===== config.mk =====
export PLATFORM = sky130hd
export DESIGN_NAME = hsv_to_rgb_pixel_convert
export DESIGN_NICKNAME = d
export VERILOG_FILES = /design/src/rtl/hsvrgb_pkg.sv /design/src/rtl/hsvrgb_front.sv /design/src/rtl/hsvrgb_queue.sv /design/src/rtl/hsvrgb_back.sv /design/src/rtl/hsv_to_rgb_pixel_convert.sv
export SDC_FILE = /design/constraint.sdc
export NUM_CORES = 2
export LEC_CHECK = 0
export ABC_CLOCK_PERIOD_IN_PS = 7650
export BUFFER_PORTS_ARGS = -buffer_cell sky130_fd_sc_hd__buf_2
export CORE_MARGIN = 8
export CORE_UTILIZATION = 55
export DETAILED_ROUTE_END_ITERATION = 16
export PLACE_DENSITY = 0.82
export SETUP_SLACK_MARGIN = 0.3
export SLEW_MARGIN = 40
export SYNTH_ARGS = -nofsm -noshare
export SYNTH_HDL_FRONTEND = slang
export SYNTH_HIERARCHICAL = 1
export SYNTH_SLANG_ARGS = --single-unit

===== constraint.sdc =====
create_clock -name clk -period 7.65 [get_ports clk]
set_input_delay 1.53 -clock clk [delete_from_list [all_inputs] [get_ports clk]]
set_output_delay 1.53 -clock clk [all_outputs]
set_load 0.03 [all_outputs]

===== src/rtl/hsvrgb_pkg.sv =====
// Package for the HSV to RGB pixel converter: pixel and job types, sector
// constants and component selection codes. No dependencies.

package hsvrgb_pkg;

    localparam int HUE_W = 15;
    localparam int Q12_W = 13;
    localparam int CHAN_W = 8;
    localparam int WEIGHT_W = 10;

    // Q0.12 unity and hue constants in 1/16 degree units.
    localparam logic [Q12_W-1:0] ONE_Q12 = 13'd4096;
    localparam logic signed [HUE_W:0] FULL_TURN = 16'sd5760;
    localparam logic [12:0] SIXTY_DEG = 13'd960;

    // Source of one color channel before the offset is added.
    typedef enum logic [1:0] {
        SEL_ZERO,
        SEL_CHROMA,
        SEL_SECOND
    } comp_sel_t;

    typedef struct packed {
        logic signed [HUE_W-1:0] hue;
        logic [Q12_W-1:0] saturation;
        logic [Q12_W-1:0] brightness;
    } pixel_in_t;

    typedef struct packed {
        logic [CHAN_W-1:0] red;
        logic [CHAN_W-1:0] green;
        logic [CHAN_W-1:0] blue;
    } pixel_out_t;

    // Classified pixel handed from the front end to the arithmetic pipeline.
    typedef struct packed {
        logic [Q12_W-1:0] saturation;
        logic [Q12_W-1:0] brightness;
        logic [WEIGHT_W-1:0] weight;
        comp_sel_t sel_red;
        comp_sel_t sel_green;
        comp_sel_t sel_blue;
    } job_t;

endpackage


===== src/rtl/hsvrgb_front.sv =====
// Front end of the HSV to RGB converter: wraps the hue, clamps saturation and
// value, and picks the sector and secondary weight. Depends on hsvrgb_pkg.

module hsvrgb_front (
    input  logic                  clk,
    input  logic                  rst_n,
    input  logic                  hsv_valid,
    output logic                  hsv_ready,
    input  hsvrgb_pkg::pixel_in_t hsv,
    output logic                  job_valid,
    input  logic                  job_ready,
    output hsvrgb_pkg::job_t      job
);

    typedef enum logic [2:0] {
        SECT_0,
        SECT_1,
        SECT_2,
        SECT_3,
        SECT_4,
        SECT_5
    } sector_t;

    logic signed [hsvrgb_pkg::HUE_W:0] hue_ext;
    logic signed [hsvrgb_pkg::HUE_W:0] hue_pos;
    logic signed [hsvrgb_pkg::HUE_W:0] hue_wrap;
    logic                              in_range;
    logic [12:0]                       hue_deg;
    logic [12:0]                       hue_mod;
    logic [12:0]                       hue_gap;
    logic [12:0]                       weight_full;
    sector_t                           sector;
    logic [hsvrgb_pkg::Q12_W-1:0]      sat_clamp;
    logic [hsvrgb_pkg::Q12_W-1:0]      val_clamp;
    hsvrgb_pkg::job_t                  job_next;
    hsvrgb_pkg::job_t                  job_reg;
    logic                              valid_reg;

    always_comb
    begin
        hue_ext = {hsv.hue[hsvrgb_pkg::HUE_W-1], hsv.hue};
        hue_pos = (hue_ext < 0) ? hue_ext + hsvrgb_pkg::FULL_TURN : hue_ext;
        hue_wrap = (hue_pos >= hsvrgb_pkg::FULL_TURN) ? hue_pos - hsvrgb_pkg::FULL_TURN
                                                      : hue_pos;
        // A single wrap does not reach every code; such hues keep no sector.
        in_range = (hue_wrap >= 0) && (hue_wrap < hsvrgb_pkg::FULL_TURN);
        hue_deg = hue_wrap[12:0];

        priority if (hue_deg >= 13'd4800)
            sector = SECT_5;
        else if (hue_deg >= 13'd3840)
            sector = SECT_4;
        else if (hue_deg >= 13'd2880)
            sector = SECT_3;
        else if (hue_deg >= 13'd1920)
            sector = SECT_2;
        else if (hue_deg >= hsvrgb_pkg::SIXTY_DEG)
            sector = SECT_1;
        else
            sector = SECT_0;

        priority if (hue_deg >= 13'd3840)
            hue_mod = hue_deg - 13'd3840;
        else if (hue_deg >= 13'd1920)
            hue_mod = hue_deg - 13'd1920;
        else
            hue_mod = hue_deg;

        hue_gap = (hue_mod >= hsvrgb_pkg::SIXTY_DEG) ? hue_mod - hsvrgb_pkg::SIXTY_DEG
                                                     : hsvrgb_pkg::SIXTY_DEG - hue_mod;
        weight_full = hsvrgb_pkg::SIXTY_DEG - hue_gap;

        sat_clamp = (hsv.saturation > hsvrgb_pkg::ONE_Q12) ? hsvrgb_pkg::ONE_Q12
                                                           : hsv.saturation;
        val_clamp = (hsv.brightness > hsvrgb_pkg::ONE_Q12) ? hsvrgb_pkg::ONE_Q12
                                                           : hsv.brightness;

        job_next.saturation = sat_clamp;
        job_next.brightness = val_clamp;
        job_next.weight = in_range ? weight_full[hsvrgb_pkg::WEIGHT_W-1:0] : '0;
        job_next.sel_red = hsvrgb_pkg::SEL_ZERO;
        job_next.sel_green = hsvrgb_pkg::SEL_ZERO;
        job_next.sel_blue = hsvrgb_pkg::SEL_ZERO;
        if (in_range)
        begin
            unique case (sector)
                SECT_0:
                begin
                    job_next.sel_red = hsvrgb_pkg::SEL_CHROMA;
                    job_next.sel_green = hsvrgb_pkg::SEL_SECOND;
                end
                SECT_1:
                begin
                    job_next.sel_red = hsvrgb_pkg::SEL_SECOND;
                    job_next.sel_green = hsvrgb_pkg::SEL_CHROMA;
                end
                SECT_2:
                begin
                    job_next.sel_green = hsvrgb_pkg::SEL_CHROMA;
                    job_next.sel_blue = hsvrgb_pkg::SEL_SECOND;
                end
                SECT_3:
                begin
                    job_next.sel_green = hsvrgb_pkg::SEL_SECOND;
                    job_next.sel_blue = hsvrgb_pkg::SEL_CHROMA;
                end
                SECT_4:
                begin
                    job_next.sel_red = hsvrgb_pkg::SEL_SECOND;
                    job_next.sel_blue = hsvrgb_pkg::SEL_CHROMA;
                end
                default:
                begin
                    job_next.sel_red = hsvrgb_pkg::SEL_CHROMA;
                    job_next.sel_blue = hsvrgb_pkg::SEL_SECOND;
                end
            endcase
        end
    end

    assign hsv_ready = !valid_reg || job_ready;

    always_ff @(posedge clk or negedge rst_n)
    begin
        if (!rst_n)
            valid_reg <= 1'b0;
        else if (hsv_ready)
            valid_reg <= hsv_valid;
    end

    always_ff @(posedge clk)
    begin
        if (hsv_ready && hsv_valid)
            job_reg <= job_next;
    end

    assign job_valid = valid_reg;
    assign job = job_reg;

    // The secondary weight never exceeds sixty degrees.
    a_weight_bound: assert property (@(posedge clk) disable iff (!rst_n)
        valid_reg |-> (job_reg.weight <= hsvrgb_pkg::SIXTY_DEG[hsvrgb_pkg::WEIGHT_W-1:0]))
        else $error("secondary weight above sixty degrees");

endmodule


===== src/rtl/hsvrgb_queue.sv =====
// Small FIFO that decouples the HSV front end from the arithmetic pipeline.
// Depends on hsvrgb_pkg for the job type.

module hsvrgb_queue #(
    parameter int DEPTH = 2
) (
    input  logic             clk,
    input  logic             rst_n,
    input  logic             push_valid,
    output logic             push_ready,
    input  hsvrgb_pkg::job_t push_data,
    output logic             pop_valid,
    input  logic             pop_ready,
    output hsvrgb_pkg::job_t pop_data
);

    localparam int PTR_W = (DEPTH > 1) ? $clog2(DEPTH) : 1;
    localparam int CNT_W = $clog2(DEPTH + 1);
    localparam logic [PTR_W-1:0] LAST_PTR = PTR_W'(DEPTH - 1);
    localparam logic [CNT_W-1:0] FULL_CNT = CNT_W'(DEPTH);

    hsvrgb_pkg::job_t [DEPTH-1:0] slot_reg;
    logic [PTR_W-1:0]             wr_ptr_reg;
    logic [PTR_W-1:0]             rd_ptr_reg;
    logic [CNT_W-1:0]             count_reg;
    logic [CNT_W-1:0]             count_next;
    logic                         push;
    logic                         pop;

    assign push_ready = (count_reg != FULL_CNT);
    assign pop_valid = (count_reg != '0);
    assign pop_data = slot_reg[rd_ptr_reg];
    assign push = push_valid && push_ready;
    assign pop = pop_valid && pop_ready;

    always_comb
    begin
        count_next = count_reg;
        if (push && !pop)
            count_next = count_reg + 1'b1;
        else if (pop && !push)
            count_next = count_reg - 1'b1;
    end

    always_ff @(posedge clk or negedge rst_n)
    begin
        if (!rst_n)
        begin
            wr_ptr_reg <= '0;
            rd_ptr_reg <= '0;
            count_reg <= '0;
        end
        else
        begin
            count_reg <= count_next;
            if (push)
                wr_ptr_reg <= (wr_ptr_reg == LAST_PTR) ? '0 : wr_ptr_reg + 1'b1;
            if (pop)
                rd_ptr_reg <= (rd_ptr_reg == LAST_PTR) ? '0 : rd_ptr_reg + 1'b1;
        end
    end

    always_ff @(posedge clk)
    begin
        if (push)
            slot_reg[wr_ptr_reg] <= push_data;
    end

    a_count_bound: assert property (@(posedge clk) disable iff (!rst_n)
        count_reg <= FULL_CNT)
        else $error("queue count beyond depth");

    // An empty or full queue must have equal read and write pointers.
    a_ptr_match: assert property (@(posedge clk) disable iff (!rst_n)
        (count_reg == '0 || count_reg == FULL_CNT) |-> (wr_ptr_reg == rd_ptr_reg))
        else $error("queue pointers disagree with fill level");

endmodule


===== src/rtl/hsvrgb_back.sv =====
// Arithmetic pipeline of the HSV to RGB converter: chroma, component sums,
// scaling by 255 and exact division by 15 * 2^30. Depends on hsvrgb_pkg.

module hsvrgb_back (
    input  logic                   clk,
    input  logic                   rst_n,
    input  logic                   job_valid,
    output logic                   job_ready,
    input  hsvrgb_pkg::job_t       job,
    output logic                   rgb_valid,
    input  logic                   rgb_ready,
    output hsvrgb_pkg::pixel_out_t rgb
);

    localparam int C_W = 25;
    localparam int N_W = 34;
    localparam int Y_W = 12;
    localparam logic [15:0] RECIP_15 = 16'd34953;
    localparam logic [Y_W-1:0] Y_MAX = 12'd3825;

    typedef struct packed {
        hsvrgb_pkg::comp_sel_t sel_red;
        hsvrgb_pkg::comp_sel_t sel_green;
        hsvrgb_pkg::comp_sel_t sel_blue;
    } sel_set_t;

    // Stage valids and ready chain.
    logic v1_reg, v2_reg, v3_reg, v4_reg, v5_reg;
    logic r1, r2, r3, r4, r5;

    // Stage 1: chroma.
    logic [C_W-1:0]                  c_next;
    logic [C_W-1:0]                  c1_reg;
    logic [hsvrgb_pkg::Q12_W-1:0]    v1_val_reg;
    logic [hsvrgb_pkg::WEIGHT_W-1:0] w1_reg;
    sel_set_t                        sel1_reg;

    // Stage 2: secondary, chroma and offset numerators.
    logic [N_W-1:0] px_next;
    logic [N_W-1:0] pc_next;
    logic [C_W-1:0] off_q24;
    logic [N_W-1:0] mf_next;
    logic [N_W-1:0] px2_reg;
    logic [N_W-1:0] pc2_reg;
    logic [N_W-1:0] mf2_reg;
    sel_set_t       sel2_reg;

    // Stage 3: per channel numerator, stage 4: scaled, stage 5: result.
    hsvrgb_pkg::comp_sel_t [2:0] sel2_arr;
    logic [2:0][N_W-1:0]         n_next;
    logic [2:0][N_W-1:0]         n3_reg;
    logic [2:0][N_W+7:0]         n255;
    logic [2:0][Y_W-1:0]         y_next;
    logic [2:0][Y_W-1:0]         y4_reg;
    logic [2:0][27:0]            q_prod;
    logic [2:0][7:0]             ch_next;
    logic [2:0][7:0]             ch5_reg;

    assign r5 = !v5_reg || rgb_ready;
    assign r4 = !v4_reg || r5;
    assign r3 = !v3_reg || r4;
    assign r2 = !v2_reg || r3;
    assign r1 = !v1_reg || r2;
    assign job_ready = r1;

    always_comb
    begin
        c_next = C_W'(job.saturation * job.brightness);

        px_next = N_W'(c1_reg * w1_reg);
        pc_next = N_W'({c1_reg, 10'b0}) - N_W'({c1_reg, 6'b0});
        off_q24 = {v1_val_reg[12:0], 12'b0} - c1_reg;
        mf_next = N_W'({off_q24, 10'b0}) - N_W'({off_q24, 6'b0});

        sel2_arr[0] = sel2_reg.sel_red;
        sel2_arr[1] = sel2_reg.sel_green;
        sel2_arr[2] = sel2_reg.sel_blue;
        for (int ch = 0; ch < 3; ch++)
        begin
            unique case (sel2_arr[ch])
                hsvrgb_pkg::SEL_CHROMA: n_next[ch] = pc2_reg + mf2_reg;
                hsvrgb_pkg::SEL_SECOND: n_next[ch] = px2_reg + mf2_reg;
                default:                n_next[ch] = mf2_reg;
            endcase
            // Times 255, then drop 2^30 of the 15 * 2^30 denominator.
            n255[ch] = {n3_reg[ch], 8'b0} - {8'b0, n3_reg[ch]};
            y_next[ch] = n255[ch][N_W+7:30];
            // Exact division by 15 for values below 4993.
            q_prod[ch] = 28'(y4_reg[ch] * RECIP_15);
            ch_next[ch] = q_prod[ch][26:19];
        end
    end

    always_ff @(posedge clk or negedge rst_n)
    begin
        if (!rst_n)
        begin
            v1_reg <= 1'b0;
            v2_reg <= 1'b0;
            v3_reg <= 1'b0;
            v4_reg <= 1'b0;
            v5_reg <= 1'b0;
        end
        else
        begin
            if (r1)
                v1_reg <= job_valid;
            if (r2)
                v2_reg <= v1_reg;
            if (r3)
                v3_reg <= v2_reg;
            if (r4)
                v4_reg <= v3_reg;
            if (r5)
                v5_reg <= v4_reg;
        end
    end

    always_ff @(posedge clk)
    begin
        if (r1 && job_valid)
        begin
            c1_reg <= c_next;
            v1_val_reg <= job.brightness;
            w1_reg <= job.weight;
            sel1_reg <= '{job.sel_red, job.sel_green, job.sel_blue};
        end
        if (r2 && v1_reg)
        begin
            px2_reg <= px_next;
            pc2_reg <= pc_next;
            mf2_reg <= mf_next;
            sel2_reg <= sel1_reg;
        end
        if (r3 && v2_reg)
            n3_reg <= n_next;
        if (r4 && v3_reg)
            y4_reg <= y_next;
        if (r5 && v4_reg)
            ch5_reg <= ch_next;
    end

    assign rgb_valid = v5_reg;
    assign rgb.red = ch5_reg[0];
    assign rgb.green = ch5_reg[1];
    assign rgb.blue = ch5_reg[2];

    // Chroma is a product of two clamped Q0.12 values, so at most 1.0 in Q0.24.
    a_chroma_bound: assert property (@(posedge clk) disable iff (!rst_n)
        v1_reg |-> (c1_reg <= C_W'(1 << 24)))
        else $error("chroma above unity");

    // The reciprocal step is exact only while the scaled value stays in range.
    a_scaled_bound: assert property (@(posedge clk) disable iff (!rst_n)
        v4_reg |-> (y4_reg[0] <= Y_MAX && y4_reg[1] <= Y_MAX && y4_reg[2] <= Y_MAX))
        else $error("scaled channel beyond full scale");

endmodule


===== src/rtl/hsv_to_rgb_pixel_convert.sv =====
// Top level of the HSV to RGB pixel converter: front end, decoupling queue
// and arithmetic pipeline. Depends on hsvrgb_pkg and the three submodules.
//
//   channel | direction | handshake               | payload
//   --------+-----------+-------------------------+------------------------------
//   hsv     | in        | hsv_valid / hsv_ready   | hue, saturation, brightness
//   rgb     | out       | rgb_valid / rgb_ready   | red, green, blue
//
// One pixel per clock sustained while rgb_ready stays high and QUEUE_DEPTH is
// at least two. A transaction passes the front register, a queue slot and
// five arithmetic stages (chroma, numerators, per channel numerator, scaled,
// result) before it appears on the output.
// Reset empties every stage and the queue; no clearing pass is needed.
// A stalled output fills the pipeline first, then the queue, then the front.

module hsv_to_rgb_pixel_convert #(
    parameter int QUEUE_DEPTH = 2
) (
    input  logic                   clk,
    input  logic                   rst_n,
    input  logic                   hsv_valid,
    output logic                   hsv_ready,
    input  hsvrgb_pkg::pixel_in_t  hsv,
    output logic                   rgb_valid,
    input  logic                   rgb_ready,
    output hsvrgb_pkg::pixel_out_t rgb
);

    logic             front_valid;
    logic             front_ready;
    hsvrgb_pkg::job_t front_job;
    logic             queue_valid;
    logic             queue_ready;
    hsvrgb_pkg::job_t queue_job;

    hsvrgb_front u_front (
        .clk       (clk),
        .rst_n     (rst_n),
        .hsv_valid (hsv_valid),
        .hsv_ready (hsv_ready),
        .hsv       (hsv),
        .job_valid (front_valid),
        .job_ready (front_ready),
        .job       (front_job)
    );

    hsvrgb_queue #(
        .DEPTH (QUEUE_DEPTH)
    ) u_queue (
        .clk        (clk),
        .rst_n      (rst_n),
        .push_valid (front_valid),
        .push_ready (front_ready),
        .push_data  (front_job),
        .pop_valid  (queue_valid),
        .pop_ready  (queue_ready),
        .pop_data   (queue_job)
    );

    hsvrgb_back u_back (
        .clk       (clk),
        .rst_n     (rst_n),
        .job_valid (queue_valid),
        .job_ready (queue_ready),
        .job       (queue_job),
        .rgb_valid (rgb_valid),
        .rgb_ready (rgb_ready),
        .rgb       (rgb)
    );

endmodule

**Word-level counts from Yosys, hierarchy flattened**

Cells that the tools add are included.

- Input port bits: 45
- Register bits after elaboration: 460
- Output and inout bits: 26

- Reductions and logical operators: 34
- Multipliers: 5
- Add/subtract/negate cells: 19
- Multiplexer cells: 25
- Order comparisons: 15
- Equal/unequal tests: 11

Operators with widths:

| kind | count |
|---|---|
| $pmux 34 s2 | 3 |
| $mux 42 | 3 |
| $sub 42x34->42 | 3 |
| $bwmux 84 | 1 |
| $mul 12x16->27 const B | 3 |
| $add 34x34->34 | 2 |
| $sub 34x31->34 | 2 |
| $demux 42 s1 | 1 |
| $mul 25x10->34 | 1 |
| $mux 16 | 2 |
| $ge 13x10->1 const B | 2 |
| $ge 13x12->1 const B | 2 |
| $gt 13x13->1 const B | 2 |
| $mux 13 | 2 |
| $mul 13x13->25 | 1 |
| $sub 25x25->25 | 1 |
| $sub 10x10->10 const A | 2 |
| $add 15x14->16 const B | 1 |
| $ge 16x1->1 const B | 1 |
| $ge 16x14->1 const B | 1 |
| $lt 16x14->1 const B | 1 |
| $sub 16x14->16 const B | 1 |
| $lt 15x1->1 const B | 1 |
| $ge 13x11->1 const B | 1 |
| 26 further kinds | 69 |

**Longest topological paths before layout**

- Word-level depth: 13
- Gate-level depth with buffers: 33
- Depth with buffers taken out: 30

**Hierarchy**

Netlist, hierarchy kept.

By module, submodules not included:

| module | times used | area an instance (um^2) | seq. area each (um^2) | cells an instance |
|---|---|---|---|---|
| hsvrgb_back | 1 | 37622.3 | 9464.1 | 3945 |
| hsvrgb_front | 1 | 3628.5 | 1286.2 | 383 |
| hsvrgb_queue | 1 | 3427.0 | 2622.5 | 149 |

**Least setup slack after synthesis**

OpenSTA, ideal clock, no wires.

- Path type: input to register
- Start: input hsv[40] (netlist bit)
- End: register u_front.job_reg, in the netlist u_front/job[10] (data pin)
- Required time: 7384 ps
- Stages on the path: 32
- Data arrival time: 7011 ps
- Buffers on the path: 4
- Setup slack: 373 ps
- Library setup time: 266 ps
- Cells stage by stage: buf_4 > buf_2 > xor2_1 > ha_1 > nand2b_1 > nor4_4 > nand4_4 > a211oi_1 > or2_1 > clkbuf_1 > ha_1 > and3_1 > nor3_1 > or4_4 > nand3_1 > xnor2_1 > inv_1 > ha_1 > a32o_1 > a21oi_1 > a221oi_2 > a211oi_4 > buf_6 > nor2_1 > a21oi_1 > ha_1 > nand2_1 > nand2_1 > o21ai_0 > a32oi_1 > xnor2_1 > nor2_1

- Word-level cells in the longest chain between the ends: 10
- Elaborated cells between the ends (all ways): 20
- Those cells by class: add/sub: 7; order compare: 7; mux: 5; reduce/logical: 1

Ends and longest elaborated chain:

| item | RTL line | source |
|---|---|---|
| from (decl) | hsv_to_rgb_pixel_convert.sv:23 | `input hsvrgb_pkg::pixel_in_t hsv,` |
| $lt 15x1->1 or $add 15x14->16 (tied branches) | hsvrgb_front.sv:42 | `hue_pos = (hue_ext < 0) ? hue_ext + hsvrgb_pkg::FULL_TURN : hue_ext;` |
| $mux 16 (*) | hsvrgb_front.sv:42 |  |
| $sub 16x14->16 or $ge 16x14->1 (tied branches) | hsvrgb_front.sv:43 | `hue_wrap = (hue_pos >= hsvrgb_pkg::FULL_TURN) ? hue_pos - hsvrgb_pkg::FULL_TURN` |
| $mux 16 (*) | hsvrgb_front.sv:43 |  |
| $sub 13x11->13 or $ge 13x11->1 (tied branches) | hsvrgb_front.sv:65, hsvrgb_front.sv:64 |  |
| $mux 13 | hsvrgb_front.sv:64 | `else if (hue_deg >= 13'd1920)` |
| $mux 13 | hsvrgb_front.sv:62 | `priority if (hue_deg >= 13'd3840)` |
| $ge 13x10->1, or another cell as far along | hsvrgb_front.sv:69 | `hue_gap = (hue_mod >= hsvrgb_pkg::SIXTY_DEG) ? hue_mod - hsvrgb_pkg::SIXTY_DEG` |
| $mux 10 | hsvrgb_front.sv:69 |  |
| $sub 10x10->10 | hsvrgb_front.sv:71 | `weight_full = hsvrgb_pkg::SIXTY_DEG - hue_gap;` |
| to (signal assigned) | hsvrgb_front.sv:134 | `job_reg <= job_next;` |
| to (decl) | hsvrgb_front.sv:36 | `hsvrgb_pkg::job_t job_reg;` |

Every way passes the cells marked *; elsewhere a longest branch is shown, timed or not.
A chain may end at the register's enable or synchronous reset.

**Worst setup path in the final report**

- Start: input hsv[33] (netlist bit)
- End: register u_front.job_reg, in the netlist u_front/job[10] (data pin)

- Word-level cells in the longest chain between the ends: 10
- Elaborated cells between the ends (all ways): 20
- Those cells by class: add/sub: 7; order compare: 7; mux: 5; reduce/logical: 1

Ends and longest elaborated chain:

| item | RTL line |
|---|---|
| $add 15x14->16 or $lt 15x1->1 (tied branches) | hsvrgb_front.sv:42 |
| $mux 16 (*) | hsvrgb_front.sv:42 |
| $sub 16x14->16 or $ge 16x14->1 (tied branches) | hsvrgb_front.sv:43 |
| $mux 16 (*) | hsvrgb_front.sv:43 |
| $sub 13x11->13 or $ge 13x11->1 (tied branches) | hsvrgb_front.sv:65, hsvrgb_front.sv:64 |
| $mux 13 | hsvrgb_front.sv:64 |
| $mux 13 | hsvrgb_front.sv:62 |
| $ge 13x10->1, or another cell as far along | hsvrgb_front.sv:69 |
| $mux 10 | hsvrgb_front.sv:69 |
| $sub 10x10->10 | hsvrgb_front.sv:71 |

Marked as above.

==> flow_metrics.env <==
export IMPL_criticalPathCategory="input pin to flop"
export IMPL_numCtsBuffers=49
export IMPL_die_width_um=301
export IMPL_cts_resized_gates=0
export IMPL_portBuffers=70
export IMPL_synth_compound_area_share=0.143
export IMPL_fin_crit_sh=0.896
export IMPL_ys_types=109
export IMPL_synth_simple_gate_area_frac=0.138
export IMPL_syn_inst=4477
export IMPL_wirelength_mm=104
export IMPL_crit_path_top_delay_cell="nor3_1"
export IMPL_critPathRequiredTime_ns=7.99
export IMPL_ys_warnings_count=6
export IMPL_hpwl_mm=80.8
export IMPL_vias=33100
export IMPL_synth_top_area_frac=0.294
export IMPL_postPlaceCellArea_mm2=0.0460
export IMPL_multi_input_area_mm2=0.0284
export IMPL_status="complete, no violations"
export IMPL_drt_iter0_markers=2324
export IMPL_grt_antenna_before_repair=1
export IMPL_core_area_mm2=0.0804
export IMPL_grt_pass1_vias=34100
export IMPL_die_h_um=301
export IMPL_crit_path_max_fanout=9
export IMPL_arrival_ns=7.19
export IMPL_yosysTopAreaCell="edfxtp_1"
export IMPL_numClockSinks=447
export IMPL_detail_route_first_pass_iterations=6
export IMPL_grt_max_degree=76
export IMPL_use_met2=0.398
export IMPL_synth_edf_count=437
export IMPL_synthToLayoutAreaGrowth_pct=6.86
export IMPL_fmax_mhz=146
export IMPL_start_util=0.556
export IMPL_clk_pin_slew_ns=0.06
export IMPL_antenna_cells=0
export IMPL_grt_pass1_wl_mm=169
export IMPL_overflow=0
export IMPL_synth_xor_area_share=0.0475
export IMPL_htree_num_levels=2
export IMPL_postSynthAreaPerCell_um2=9.98
export IMPL_hold_violations=0
export IMPL_setup_viol=0
export IMPL_ant_nets=0
export IMPL_ys_dominant_reg_cell="edfxtp_1"
export IMPL_grt_busiest_layer="met2"
export IMPL_synth_area_mux_share=0.0154
export IMPL_max_clock_path_buffers=3
export IMPL_setup_tns_ns=0
export IMPL_ys_ff_latch=447
export IMPL_rows=104
export IMPL_synthArstFlopShare=0.0224
export IMPL_post_cts_buffers=0
export IMPL_grt_usage=0.227
export IMPL_cp_common_cell="ha_1"
export IMPL_cts_root_buf="clkbuf_16"
export IMPL_cp_end_kind="flop"
export IMPL_hold_buffers=0
export IMPL_cap_violations=0
export IMPL_routabilityCongestion=0.932
export IMPL_clk_latency_ns=0.62
export IMPL_dieArea_mm2=0.0906
export IMPL_synth_top_family_by_area="adder cells"
export IMPL_post_place_ws_ns=0.248
export IMPL_setup_ws_ns=0.794
export IMPL_drc=0
export IMPL_via_per_inst=5.91
export IMPL_cts_tree="yes"
export IMPL_slew_headroom=0.427
export IMPL_hold_class="flop to flop"
export IMPL_maxSlewViolCount=0
export IMPL_synthAdderAreaFrac=0.291
export IMPL_period_minus_slack_ns=6.86
export IMPL_grtUsageMet3=0.0311
export IMPL_drive_above_1_share=0.0705
export IMPL_ys_seq_area_frac=0.299
export IMPL_nNetsFinal=5382
export IMPL_stdcell_area_mm2=0.0477
export IMPL_slowest_delay_ns=0.38
export IMPL_wl_per_cell_um=18.5
export IMPL_syn_num_nets=5354
export IMPL_synthTopCellsByArea="edfxtp_1 29%, fa_1 15%, ha_1 14%, inv_1 5.2%, nand2_1 3.6%"
export IMPL_rsz0062_at_grt="no"
export IMPL_finClkSkew_ns=0.0391
export IMPL_nFillCells=6515
export IMPL_cp_start_kind="input pin"
export IMPL_grt_use_met1=0.280
export IMPL_largest_register_ffs=102
export IMPL_pin_count=71
export IMPL_worst_pin_slew_ns=0.860
export IMPL_seqCellArea_mm2=0.0134
export IMPL_netlist_area_mm2=0.0447
## metal layers
layer	vias up	part of all wire
met4	0	0.042
met2	1232	0.49
met3	266	0.066
met5	-	0
li1	15600	-
met1	16100	0.40
## cell usage after synthesis (14+ instances only)
library cell / n
inv_1: 616
ha_1: 487
edfxtp_1: 437
nand2_1: 434
fa_1: 345
and2_1: 228
a21oi_1: 214
o21ai_0: 194
xnor2_1: 179
nor2_1: 146
a21o_1: 136
clkbuf_1: 116
nand3_1: 72
a22oi_1: 68
nor2b_1: 62
nor3_1: 57
xor2_1: 56
and3_1: 44
nand2b_1: 41
a211oi_1: 39
mux2_4: 39
nand4_1: 37
o21a_1: 32
a31oi_1: 28
o21bai_1: 26
nor4_1: 22
o211ai_1: 21
or2_2: 16
o221ai_1: 14
## layout by cell type (no fill, tap or decap), drive strengths merged, types with 44 or more instances in the layout
master  instances
inv           624
ha            487
edfxtp        437
nand2         434
fa            345
and2          228
a21oi         217
o21ai         207
xnor2         183
nor2          146
a21o          136
buf           118
nand3          72
a22oi          68
nor2b          62
nor3           57
xor2           56
clkbuf         55
and3           44
## per-stage QoR
stage / util / instances / hold slack (ns)
6_report: 0.594 / 5601 / 0.440
5_1_grt: 0.594 / 5601 / 0.455
4_1_cts: 0.592 / 5593 / 0.441
3_5_place_dp: 0.573 / 5506 / 0.432
3_3_place_gp: 0.572 / 5506 / 0.422
2_1_floorplan: - / 4477 / 0.400
## worst paths after layout
check | from | end | slack [ns] | cells past startpoint
max in group asynchronous | rst_n | u_queue/rd_ptr_reg$_DFFE_PN0P_ | 6.60 | 1
min in group asynchronous | rst_n | u_back/rgb_valid$_DFFE_PN0P_ | 0.78 | 1
min reg2reg | u_front/job[12]$_SDFFCE_PN0P_ | u_queue/slot_reg[54]$_DFFE_PP_ | 0.44 | 0
min | u_front/job[12]$_SDFFCE_PN0P_ | u_queue/slot_reg[54]$_DFFE_PP_ | 0.44 | 0
max | hsv[33] | u_front/job[10]$_SDFFCE_PN0P_ | 0.79 | 31
max reg2reg | u_back/c1_reg[5]$_DFFE_PP_ | u_back/px2_reg[33]$_DFFE_PP_ | 0.97 | 17
## layout make-up
cell class | instances | area share
multi-input cells | 3270 | 0.594
flip-flops and latches | 447 | 0.280
inverters | 619 | 0.0487
well taps | 1060 | 0.0278
clock buffers | 55 | 0.0262
repair buffers | 118 | 0.0157
clock inverters | 32 | 0.00726
## cells by family after synthesis
kind of cell	after synthesis
compound gates	932
fa+ha+maj	832
simple gates	1218
xor+xnor	239
buf+inv	760
mux	49
flops	447
## worst max-delay path: cells and delay by family
family / cells / cell delay [ns]
adder cells (fa/ha/maj): 5 / 1.18
buffers and inverters: 3 / 0.45
XOR/XNOR: 3 / 0.58
multiplexers: 1 / 0.26
AO/OA/AOI/OAI: 8 / 1.49
AND/OR/NAND/NOR: 11 / 1.68
Power is left out: the tool's default activity adds up to more than one toggle a clock period on the data nets, which glitch-free logic cannot reach.
